**src/hw/rtl/lse_pkg.sv**
```systemverilog
// LED strip effect engine: shared constants, command/status structs, colour tables.
// Used by lse_ctrl, lse_dpath and led_strip_effect_engine_top.
package lse_pkg;

  localparam int NumLeds  = 64;
  localparam int GrpLen   = 7;
  localparam int FillLen  = GrpLen * (NumLeds / GrpLen);
  localparam int PatLen   = (NumLeds < 20) ? NumLeds : 20;
  localparam int BreathTop = 149;
  localparam int GradSteps = 51;

  localparam logic [2:0] MODE_IDLE    = 3'd0;
  localparam logic [2:0] MODE_RAINBOW = 3'd1;
  localparam logic [2:0] MODE_BREATH  = 3'd2;
  localparam logic [2:0] MODE_BULLET  = 3'd3;
  localparam logic [2:0] MODE_RESET   = MODE_BULLET;

  typedef enum logic [3:0] {
    S_IDLE, S_PREP, S_CALC, S_WRITE, S_SEED, S_PAT, S_CLR, S_POST, S_RD, S_EMIT
  } lse_state_t;

  typedef struct packed {
    logic cnt_clr;
    logic rb_prep;
    logic br_prep;
    logic calc_en;
    logic clr_all;
    logic wr_en;
    logic wr_pat;
    logic rb_post;
    logic br_post;
    logic bl_post;
    logic rd_en;
    logic out_load;
  } lse_cmd_t;

  typedef struct packed {
    logic [2:0] mode;
    logic       init_pending;
    logic       calc_done;
    logic       wr_last_fill;
    logic       wr_last_pat;
    logic       rd_last;
    logic       out_free;
  } lse_sts_t;

  function automatic logic [23:0] base_rgb(input logic [2:0] idx);
    logic [23:0] v;
    unique case (idx)
      3'd0:    v = {8'd255, 8'd0,   8'd0};
      3'd1:    v = {8'd255, 8'd40,  8'd0};
      3'd2:    v = {8'd255, 8'd80,  8'd0};
      3'd3:    v = {8'd0,   8'd255, 8'd0};
      3'd4:    v = {8'd0,   8'd0,   8'd255};
      3'd5:    v = {8'd12,  8'd164, 8'd255};
      3'd6:    v = {8'd178, 8'd0,   8'd255};
      default: v = {8'd255, 8'd0,   8'd0};
    endcase
    return v;
  endfunction

  function automatic logic [23:0] pat_rgb(input logic [3:0] idx);
    logic [23:0] v;
    unique case (idx)
      4'd0:    v = {8'd255, 8'd10, 8'd40};
      4'd1:    v = {8'd51,  8'd2,  8'd8};
      4'd2:    v = {8'd17,  8'd0,  8'd2};
      4'd5:    v = {8'd0,   8'd0,  8'd255};
      4'd6:    v = {8'd0,   8'd0,  8'd51};
      4'd7:    v = {8'd0,   8'd0,  8'd31};
      default: v = 24'd0;
    endcase
    return v;
  endfunction

endpackage

```
**src/hw/rtl/lse_ctrl.sv**
```systemverilog
// LED strip effect engine: frame sequencer state machine.
// Depends on lse_pkg; drives lse_dpath through lse_cmd_t.
module lse_ctrl (
  input  logic            clk,
  input  logic            rst_n,
  input  logic            in_valid,
  input  logic            in_frame_tick,
  output logic            in_stall,
  input  lse_pkg::lse_sts_t sts,
  output lse_pkg::lse_cmd_t cmd
);
  import lse_pkg::*;

  lse_state_t state_r, state_nxt;

  always_ff @(posedge clk) begin
    if (!rst_n) state_r <= S_IDLE;
    else        state_r <= state_nxt;
  end

  always_comb begin
    state_nxt = state_r;
    unique case (state_r)
      S_IDLE: begin
        if (in_valid && in_frame_tick) begin
          unique case (sts.mode)
            MODE_IDLE:    state_nxt = S_CLR;
            MODE_RAINBOW: state_nxt = S_PREP;
            MODE_BREATH:  state_nxt = S_PREP;
            MODE_BULLET:  state_nxt = sts.init_pending ? S_SEED : S_POST;
            default:      state_nxt = S_IDLE;
          endcase
        end
      end
      S_PREP:  state_nxt = S_CALC;
      S_CALC:  if (sts.calc_done) state_nxt = S_WRITE;
      S_WRITE: if (sts.wr_last_fill) state_nxt = S_POST;
      S_SEED:  state_nxt = S_PAT;
      S_PAT:   if (sts.wr_last_pat) state_nxt = S_POST;
      S_CLR:   state_nxt = S_POST;
      S_POST:  state_nxt = S_RD;
      S_RD:    state_nxt = S_EMIT;
      S_EMIT:  if (sts.out_free && sts.rd_last) state_nxt = S_IDLE;
      default: state_nxt = S_IDLE;
    endcase
  end

  always_comb begin
    cmd      = '0;
    in_stall = (state_r != S_IDLE);
    unique case (state_r)
      S_IDLE: ;
      S_PREP: begin
        cmd.cnt_clr = 1'b1;
        cmd.rb_prep = (sts.mode == MODE_RAINBOW);
        cmd.br_prep = (sts.mode == MODE_BREATH);
      end
      S_CALC:  cmd.calc_en = 1'b1;
      S_WRITE: cmd.wr_en = 1'b1;
      S_SEED: begin
        cmd.clr_all = 1'b1;
        cmd.cnt_clr = 1'b1;
      end
      S_PAT: begin
        cmd.wr_en  = 1'b1;
        cmd.wr_pat = 1'b1;
      end
      S_CLR:   cmd.clr_all = 1'b1;
      S_POST: begin
        cmd.cnt_clr = 1'b1;
        cmd.rb_post = (sts.mode == MODE_RAINBOW);
        cmd.br_post = (sts.mode == MODE_BREATH);
        cmd.bl_post = (sts.mode == MODE_BULLET);
      end
      S_RD:    cmd.rd_en = 1'b1;
      S_EMIT: begin
        cmd.out_load = sts.out_free;
        cmd.rd_en    = sts.out_free && !sts.rd_last;
      end
      default: ;
    endcase
  end

endmodule

```
**src/hw/rtl/lse_dpath.sv**
```systemverilog
// LED strip effect engine: pixel ring memory, effect state, colour unit, output register.
// Depends on lse_pkg; commanded by lse_ctrl.
module lse_dpath (
  input  logic              clk,
  input  logic              rst_n,
  input  logic              cfg_write_en,
  input  logic [2:0]        cfg_write_data,
  input  lse_pkg::lse_cmd_t cmd,
  output lse_pkg::lse_sts_t sts,
  output logic              out_valid,
  input  logic              out_stall,
  output logic [5:0]        out_pixel_position,
  output logic [7:0]        out_red_level,
  output logic [7:0]        out_green_level,
  output logic [7:0]        out_blue_level,
  output logic              out_last_pixel
);
  import lse_pkg::*;

  // effect state
  logic [2:0] mode_r;
  logic       init_r;
  logic [5:0] head_r;
  logic [7:0] level_r;
  logic       rising_r;
  logic [5:0] phase_r;
  logic [2:0] shift_r;

  // counters
  logic [5:0] wr_cnt_r, rd_cnt_r, data_idx_r;
  logic [2:0] grp_j_r, col_j_r;
  logic [3:0] pat_i_r;
  logic [1:0] stp_r;

  // ring memory with per-entry valid
  logic [23:0] mem [NumLeds];
  logic [NumLeds-1:0] vld_r;
  logic [23:0] rdata_r;
  logic        rvld_r;
  logic [23:0] wdata;
  logic [5:0]  waddr, raddr;

  // colour unit
  logic [23:0] col_tab_r [GrpLen];
  logic [7:0]  a_r   [3];
  logic        neg_r [3];
  logic [13:0] p_r   [3];
  logic [24:0] m_r   [3];
  logic [7:0]  res_r [3];
  logic [15:0] sq_r;
  logic [28:0] tm_r;
  logic [15:0] bp_r  [3];
  logic [23:0] col_new;

  // output register
  logic        ov_r;
  logic [5:0]  opos_r;
  logic [23:0] orgb_r;
  logic        olast_r;
  logic        out_free;

  assign out_free = !ov_r || !out_stall;
  assign waddr    = head_r + wr_cnt_r;
  assign raddr    = head_r + rd_cnt_r;
  assign wdata    = cmd.wr_pat ? pat_rgb(pat_i_r) : col_tab_r[grp_j_r];

  always_comb begin
    sts.mode         = mode_r;
    sts.init_pending = init_r;
    sts.calc_done    = (stp_r == 2'd3) && (col_j_r == 3'(GrpLen - 1));
    sts.wr_last_fill = (wr_cnt_r == 6'(FillLen - 1));
    sts.wr_last_pat  = (wr_cnt_r == 6'(PatLen - 1));
    sts.rd_last      = (data_idx_r == 6'(NumLeds - 1));
    sts.out_free     = out_free;
  end

  // effect state
  always_ff @(posedge clk) begin
    if (!rst_n) begin
      mode_r   <= MODE_RESET;
      init_r   <= 1'b1;
      head_r   <= '0;
      level_r  <= '0;
      rising_r <= 1'b0;
      phase_r  <= '0;
      shift_r  <= '0;
    end else if (cfg_write_en) begin
      mode_r <= cfg_write_data;
      init_r <= 1'b1;
    end else begin
      if (cmd.rb_prep) begin
        init_r <= 1'b0;
        if (init_r) begin
          phase_r <= '0;
          shift_r <= '0;
        end else if (phase_r >= 6'(GradSteps)) begin
          phase_r <= '0;
          shift_r <= (shift_r == 3'(GrpLen - 1)) ? 3'd0 : shift_r + 3'd1;
        end
      end
      if (cmd.br_prep && init_r) begin
        init_r   <= 1'b0;
        level_r  <= '0;
        rising_r <= 1'b1;
      end
      if (cmd.rb_post) begin
        phase_r <= phase_r + 6'd1;
        head_r  <= head_r + 6'(shift_r);
      end
      if (cmd.br_post) begin
        if (rising_r) begin
          level_r <= level_r + 8'd1;
          if (level_r + 8'd1 >= 8'(BreathTop)) rising_r <= 1'b0;
        end else begin
          level_r <= level_r - 8'd1;
          if (level_r == 8'd1) rising_r <= 1'b1;
        end
      end
      if (cmd.bl_post) begin
        head_r <= head_r + 6'd1;
        init_r <= 1'b0;
      end
    end
  end

  // counters
  always_ff @(posedge clk) begin
    if (!rst_n || cmd.cnt_clr) begin
      wr_cnt_r   <= '0;
      rd_cnt_r   <= '0;
      data_idx_r <= '0;
      grp_j_r    <= '0;
      col_j_r    <= '0;
      pat_i_r    <= '0;
      stp_r      <= '0;
    end else begin
      if (cmd.wr_en) begin
        wr_cnt_r <= wr_cnt_r + 6'd1;
        grp_j_r  <= (grp_j_r == 3'(GrpLen - 1)) ? 3'd0 : grp_j_r + 3'd1;
        pat_i_r  <= (pat_i_r == 4'd9) ? 4'd0 : pat_i_r + 4'd1;
      end
      if (cmd.rd_en) begin
        rd_cnt_r   <= rd_cnt_r + 6'd1;
        data_idx_r <= rd_cnt_r;
      end
      if (cmd.calc_en) begin
        stp_r <= stp_r + 2'd1;
        if (stp_r == 2'd3) col_j_r <= col_j_r + 3'd1;
      end
    end
  end

  // ring memory
  always_ff @(posedge clk) begin
    if (cmd.wr_en) mem[waddr] <= wdata;
    if (cmd.rd_en) begin
      rdata_r <= mem[raddr];
      rvld_r  <= vld_r[raddr];
    end
  end

  always_ff @(posedge clk) begin
    if (!rst_n || cmd.clr_all) vld_r <= '0;
    else if (cmd.wr_en)        vld_r[waddr] <= 1'b1;
  end

  // colour unit: four steps per group colour
  always_comb begin
    for (int c = 0; c < 3; c++) begin
      col_new[23-8*c -: 8] = (mode_r == MODE_RAINBOW) ? res_r[c]
                           : 8'((bp_r[c] + 16'(bp_r[c][15:8]) + 16'd1) >> 8);
    end
  end

  always_ff @(posedge clk) begin
    logic [23:0] ca, cb;
    logic [8:0]  d;
    logic [7:0]  mag, q0, q;
    logic [13:0] rem;
    logic [7:0]  top;
    if (cmd.calc_en) begin
      ca = base_rgb(col_j_r);
      cb = base_rgb(col_j_r + 3'd1);
      top = tm_r[26:19];
      unique case (stp_r)
        2'd0: begin
          sq_r <= level_r * level_r;
          for (int c = 0; c < 3; c++) begin
            d        = {1'b0, ca[23-8*c -: 8]} - {1'b0, cb[23-8*c -: 8]};
            mag      = d[8] ? 8'(-d) : d[7:0];
            a_r[c]   <= ca[23-8*c -: 8];
            neg_r[c] <= d[8];
            p_r[c]   <= 14'(mag * phase_r);
          end
        end
        2'd1: begin
          tm_r <= 29'(sq_r * 16'd5243);
          for (int c = 0; c < 3; c++) m_r[c] <= 25'(p_r[c] * 11'd1310);
        end
        2'd2: begin
          for (int c = 0; c < 3; c++) begin
            q0 = m_r[c][23:16];
            rem = p_r[c] - 14'(q0 * 6'd50);
            q  = (rem >= 14'd50) ? q0 + 8'd1 : q0;
            res_r[c] <= neg_r[c] ? a_r[c] + q : a_r[c] - q;
            bp_r[c]  <= top * ca[23-8*c -: 8];
          end
        end
        2'd3: col_tab_r[col_j_r] <= col_new;
        default: ;
      endcase
    end
  end

  // output register
  always_ff @(posedge clk) begin
    if (!rst_n)              ov_r <= 1'b0;
    else if (cmd.out_load)   ov_r <= 1'b1;
    else if (!out_stall)     ov_r <= 1'b0;
  end

  always_ff @(posedge clk) begin
    if (cmd.out_load) begin
      opos_r  <= data_idx_r;
      orgb_r  <= rvld_r ? rdata_r : 24'd0;
      olast_r <= (data_idx_r == 6'(NumLeds - 1));
    end
  end

  assign out_valid          = ov_r;
  assign out_pixel_position = opos_r;
  assign out_red_level      = orgb_r[23:16];
  assign out_green_level    = orgb_r[15:8];
  assign out_blue_level     = orgb_r[7:0];
  assign out_last_pixel     = olast_r;

endmodule

```
**src/hw/rtl/led_strip_effect_engine_top.sv**
```systemverilog
// LED strip effect engine top level: wires the sequencer to the datapath.
// Depends on lse_pkg, lse_ctrl and lse_dpath.
//
// Each accepted frame tick applies the selected effect to a 64-pixel ring and
// then streams all 64 pixels from the ring head, one transaction per pixel,
// last_pixel marking the final one. A tick of 0 and an unknown mode give no
// output. Rainbow and breath run the shared colour unit (7 colours, 4 steps
// each) and then 63 ring writes, bullet init clears the ring and writes a
// 20-pixel pattern, and without output stall emission is limited by the
// single read port of the ring memory. Input is stalled from tick acceptance
// until the last pixel is loaded into the output register. A cfg write
// selects the effect and re-arms its init.
module led_strip_effect_engine_top (
  input  logic       clk,
  input  logic       rst_n,
  input  logic       cfg_write_en,
  input  logic [2:0] cfg_write_data,
  input  logic       in_valid,
  output logic       in_stall,
  input  logic       in_frame_tick,
  output logic       out_valid,
  input  logic       out_stall,
  output logic [5:0] out_pixel_position,
  output logic [7:0] out_red_level,
  output logic [7:0] out_green_level,
  output logic [7:0] out_blue_level,
  output logic       out_last_pixel
);
  import lse_pkg::*;

  lse_cmd_t cmd;
  lse_sts_t sts;

  lse_ctrl u_ctrl (
    .clk           (clk),
    .rst_n         (rst_n),
    .in_valid      (in_valid),
    .in_frame_tick (in_frame_tick),
    .in_stall      (in_stall),
    .sts           (sts),
    .cmd           (cmd)
  );

  lse_dpath u_dpath (
    .clk                (clk),
    .rst_n              (rst_n),
    .cfg_write_en       (cfg_write_en),
    .cfg_write_data     (cfg_write_data),
    .cmd                (cmd),
    .sts                (sts),
    .out_valid          (out_valid),
    .out_stall          (out_stall),
    .out_pixel_position (out_pixel_position),
    .out_red_level      (out_red_level),
    .out_green_level    (out_green_level),
    .out_blue_level     (out_blue_level),
    .out_last_pixel     (out_last_pixel)
  );

endmodule
```
**config.mk**
```make
export PLATFORM = sky130hd
export DESIGN_NAME = led_strip_effect_engine_top
export DESIGN_NICKNAME = d
export VERILOG_FILES = /design/src/hw/rtl/lse_pkg.sv /design/src/hw/rtl/lse_ctrl.sv /design/src/hw/rtl/lse_dpath.sv /design/src/hw/rtl/led_strip_effect_engine_top.sv
export SDC_FILE = /design/constraint.sdc
export NUM_CORES = 2
export LEC_CHECK = 0
export ABC_AREA = 1
export BUFFER_PORTS_ARGS = -buffer_cell sky130_fd_sc_hd__buf_2
export CORE_ASPECT_RATIO = 1.2
export CORE_MARGIN = 2
export CORE_UTILIZATION = 58
export DETAILED_ROUTE_END_ITERATION = 7
export PLACE_DENSITY = 0.77
export SLEW_MARGIN = 15
export SYNTH_ARGS = -nofsm -noshare
export SYNTH_HDL_FRONTEND = slang
export SYNTH_SLANG_ARGS = --single-unit
```
**constraint.sdc**
```tcl
create_clock -name clk -period 6.7 [get_ports clk]
set_input_delay 0.67 -clock clk [delete_from_list [all_inputs] [get_ports clk]]
set_output_delay 0.67 -clock clk [all_outputs]
set_load 0.02 [all_outputs]
```
==> reports/results.md <==
| Result | Value | Unit |
| --- | --- | --- |
| Simple-gate share of the synthesized area | 9.867 | % |
| Multi-input logic area | 43,740 | um^2 |
| Overall power | 0.04361 | W |
| Post-DR vias/cell | 6.024 | - |
| Num ports | 42 | - |
| Final ANT Viol Nets | 0 | - |
| Number of fill cells in the layout | 13,450 | - |
| Top FF cell, synth | sky130_fd_sc_hd__edfxtp_1 | - |
| Die extent in x | 399.7 | um |
| Slowest-stage cell, CP | sky130_fd_sc_hd__fa_1 | - |
| Worst-margin pin slew | 1.163 | ns |
| Maximum number of pins on one net before global-route repair | 192 | - |
| Met3 WL post-DR | 22,300 | um |
| Max-slew violation count | 0 | - |
| Drt initial violations | 7,819 | - |
| Number of I/O port buffers | 41 | - |
| Post-detailed-routing wire length | 269,800 | um |
| Number of register bits inferred by synthesis | 2,063 | - |
| Mux cell area share after synthesis | 0.2572 | % |
| Total met2 wirelength after detailed routing | 134,200 | um |
| GR Util All Layers | 27.88 | % |
| Max-cap violations | 0 | - |
| CP peak stage delay | 0.56 | ns |
| Avg Cell Area, Syn | 11.26 | um^2 |
| Minimum clock period after layout | 6.443 | ns |
| Routed met1 length | 99,930 | um |
| Headroom to the max-slew limit | 22.41 | % |
| First-pass iteration count of the detailed router | 6 | - |
| Via count of the first global-routing pass | 74,450 | - |
| CTS H-Tree Depth | 4 | - |
| Wire length of the first global-routing pass | 411,300 | um |
| Type of the tightest min-delay check | in -> reg | - |
| Starting density of the core | 58.26 | % |
| Kind of capture point of the worst setup path | register | - |
| Xor and xnor area share after synthesis | 1.872 | % |
| Period Utilization, post-route | 96.16 | % |
| Largest driver fanout on the critical path | 5 | - |
| Worst path arrival time | 7.01 | ns |
| Die height | 478.8 | um |
| Site row count | 174 | - |
| Main combinational cell family by area after synthesis | adder cells | - |
| Register clock-pin slew on the reported worst setup and hold paths | 0.06 | ns |
| Area occupied by registers | 60,650 | um^2 |
| Number of nets at the end of the flow | 10,920 | - |
| Share of synthesized registers carrying an async set or reset | 0 | % |
| Vias | 74,590 | - |
| Distinct cell type count of the synthesized netlist | 56 | - |
| Non-filler instance count after layout | 12,380 | - |
| Detailed-route wire length per cell | 21.79 | um |
| Synth Area in Adders | 16.11 | % |
| HPWL after detailed placement | 169,700 | um |
| Total setup violations reported at the end of the flow | 0 | - |
| Bufs on Longest Clock Path | 3 | - |
| Sum of overflow across all layers after global routing | 0 | - |
| Number of instances in the placed design | 11,980 | - |
| Final number of hold-violating endpoints | 0 | - |
| Synth-to-Final Area Change | 10.61 | % |
| Leakage component of the power | 47.25 | nW |
| Most repeated library cell on the critical path | sky130_fd_sc_hd__a21oi_2 | - |
| Utilization of the core after routing | 64.45 | % |
| Total number of clock tree sinks | 2,063 | - |
| Number of enable flip-flop cells after synthesis | 1,933 | - |
| Post-Synthesis Cells | 9,680 | - |
| Kind of critical path | reg -> reg | - |
| DRC Markers | 0 | - |
| Achievable Freq | 0.1552 | GHz |
| Element type at the critical path start | register | - |
| Ratio of cells with drive above 1 in the final layout | 9.056 | % |
| Core region area | 187,000 | um^2 |
| Top sig layer | met4 | - |
| Initial antenna violation count | 2 | - |
| Clock tree from TritonCTS | done | - |
| Clock insertion delay at the later pin of the skew report | 0.89 | ns |
| Run status | completed | - |
| Syn Std Cell Area | 109,000 | um^2 |
| Maximum ir drop on the vdd rail | 0.8455 | mV |
| Register area share after synthesis | 55.66 | % |
| Worst Path Required | 7.27 | ns |
| Share of the synthesized area in compound gates (AO/OA/AOI/OAI) | 10.93 | % |
| Yosys warning total | 0 | - |
| Worst clock skew | 0.08921 | ns |
| Buffer cell driving the clock tree root | sky130_fd_sc_hd__clkbuf_16 | - |
| Power density over the cells | 361.8 | nW/um^2 |
| Setup repair after global routing missed its margin | true | - |
| Routability Congestion | 0.9069 | - |
| TritonCTS Buffers | 191 | - |
| Area enclosed by the die boundary | 191,400 | um^2 |
synth_stat cells, drive strengths merged, types with 3 or more instances:
| cell | instances | area, um^2 |
|---|---|---|
| edfxtp | 1933 | 58050 |
| nor2 | 1257 | 4726 |
| inv | 1105 | 4148 |
| nand2 | 961 | 3615 |
| o21ai | 957 | 4790 |
| ha | 769 | 9622 |
| a21oi | 406 | 2066 |
| fa | 396 | 7928 |
| clkbuf | 369 | 1385 |
| nand3 | 332 | 1662 |
| o221ai | 291 | 2549 |
| xor2 | 175 | 1540 |
| dfxtp | 130 | 2603 |
| o22ai | 108 | 675.7 |
| xnor2 | 57 | 499.2 |
| buf | 52 | 216.5 |
| a32oi | 50 | 437.9 |
| nor3 | 40 | 205.2 |
| nand4 | 35 | 225.2 |
| o21ba | 32 | 320.3 |
| a31oi | 31 | 193.9 |
| mux2 | 24 | 270.3 |
| o31ai | 23 | 172.7 |
| nand3b | 20 | 150.1 |
| a211oi | 19 | 142.6 |
| o211ai | 17 | 127.6 |
| o21bai | 16 | 120.1 |
| a21o | 13 | 97.59 |
| or2 | 10 | 62.56 |
| a21boi | 7 | 52.55 |
| clkinv | 7 | 26.28 |
| and3 | 5 | 31.28 |
| o21a | 5 | 37.54 |
| a311oi | 4 | 35.03 |
| and2 | 4 | 25.02 |
| nor3b | 4 | 30.03 |
| nor4 | 3 | 18.77 |
| o2111ai | 3 | 26.28 |
layout make-up:
type                            count  area share [%]
Sequential cell                  2063           50.32
Multi-Input combinational cell   6087           36.30
Clock buffer                      240           4.238
Inverter                         1112           3.484
Tap cell                         2464           2.558
Timing Repair Buffer              294           1.910
Clock inverter                    120           1.187
Antenna cell                        1        0.002076
report_power, final:
group	leakage, nW	total [W]	internal [W]	switching [W]
clock	3.15	0.0111	0.00622	0.00491
sequential	18.4	0.0153	0.0150	0.000309
combinational	25.7	0.0172	0.00682	0.0104
total	47.2	0.0436	0.0280	0.0156
cells by family (layout without fill, tap and decap cells):
group | count (synthesis) | after routing
other | 2 | 5
flip-flops | 2063 | 2063
multiplexers | 25 | 25
buffers and inverters | 1533 | 1766
AO/OA/AOI/OAI | 1989 | 1989
XOR/XNOR | 232 | 232
AND/OR/NAND/NOR | 2671 | 2672
adder cells (fa/ha/maj) | 1165 | 1165
final timing paths:
path | start | end | slack, ns | cells past startpoint
max reg2reg | u_dpath.m_r[0][66] | u_dpath.res_r[0][23] | 0.26 | 40
max | u_dpath.m_r[0][66] | u_dpath.res_r[0][23] | 0.26 | 40
min reg2reg | u_dpath.vld_r[41] | u_dpath.vld_r[41] | 0.46 | 2
min | cfg_write_data[1] | u_dpath.mode_r[1] | 0.08 | 3
through the flow:
step	setup slack, ns	instance area [um^2]	setup TNS (ns)	hold slack, ns
finish	0.2574	120500	0	0.08042
global route	-0.1880	120500	-0.4389	0.06598
CTS	0.006878	119700	0	0.03419
detailed placement	-0.04644	113100	-0.07414	0.4474
global placement	0.09732	113100	0	0.4419
floorplan	0.1015	109000	0	0.4248
worst max-delay path: cells and delay by family (launching register included):
kind                     cells  cell delay (ns)
XOR/XNOR                     4             0.70
AND/OR/NAND/NOR             15             1.29
adder cells (fa/ha/maj)      7             2.03
flip-flops                   1             0.40
AO/OA/AOI/OAI               10             1.40
buffers and inverters        4             0.35
sequential cells by signal (all words and copies together) (netlist names), 15 cells and up, named ones only:
| signal | flops |
|---|---|
| u_dpath.bp_r | 48 |
| u_dpath.rdata_r | 24 |
| u_dpath.vld_r | 64 |
| u_dpath.col_tab_r | 168 |
| u_dpath.res_r | 24 |
| u_dpath.orgb_r | 24 |
| u_dpath.p_r | 42 |
| u_dpath.m_r | 24 |
| u_dpath.sq_r | 15 |
| u_dpath.mem | 1536 |
timing repair:
action / CTS / global route
hold buffers: 1 / 0
gates resized for setup: 8 / 131
endpoints found under the setup margin: 3 / 15
endpoints found under the hold margin: 1 / 0
buffers inserted: 3 / 39
gates cloned: 0 / 1
pin swaps: 3 / 84
placed cells by master, fill, tap and decap left out, types with 41 or more instances in the layout:
master and instances:
sky130_fd_sc_hd__nand3_1 325, sky130_fd_sc_hd__nor2_1 1163, sky130_fd_sc_hd__nand2_1 940, sky130_fd_sc_hd__fa_1 395, sky130_fd_sc_hd__xnor2_1 57, sky130_fd_sc_hd__inv_1 1090, sky130_fd_sc_hd__a21oi_1 370, sky130_fd_sc_hd__nor2_2 83
sky130_fd_sc_hd__ha_1 743, sky130_fd_sc_hd__xor2_1 167, sky130_fd_sc_hd__clkbuf_16 194, sky130_fd_sc_hd__buf_2 41, sky130_fd_sc_hd__o21ai_0 942, sky130_fd_sc_hd__edfxtp_1 1933, sky130_fd_sc_hd__buf_4 235, sky130_fd_sc_hd__dfxtp_1 127
sky130_fd_sc_hd__a32oi_1 48, sky130_fd_sc_hd__o22ai_1 108, sky130_fd_sc_hd__o221ai_1 291
metal layers:
metal,global-route usage [%],up-vias
met3,3.945,646
met4,13.10,0
met5,0,-
met1,34.88,36410
li1,-,34040
met2,47.81,3497
No activity file was read; power rests on OpenSTA's default activity.
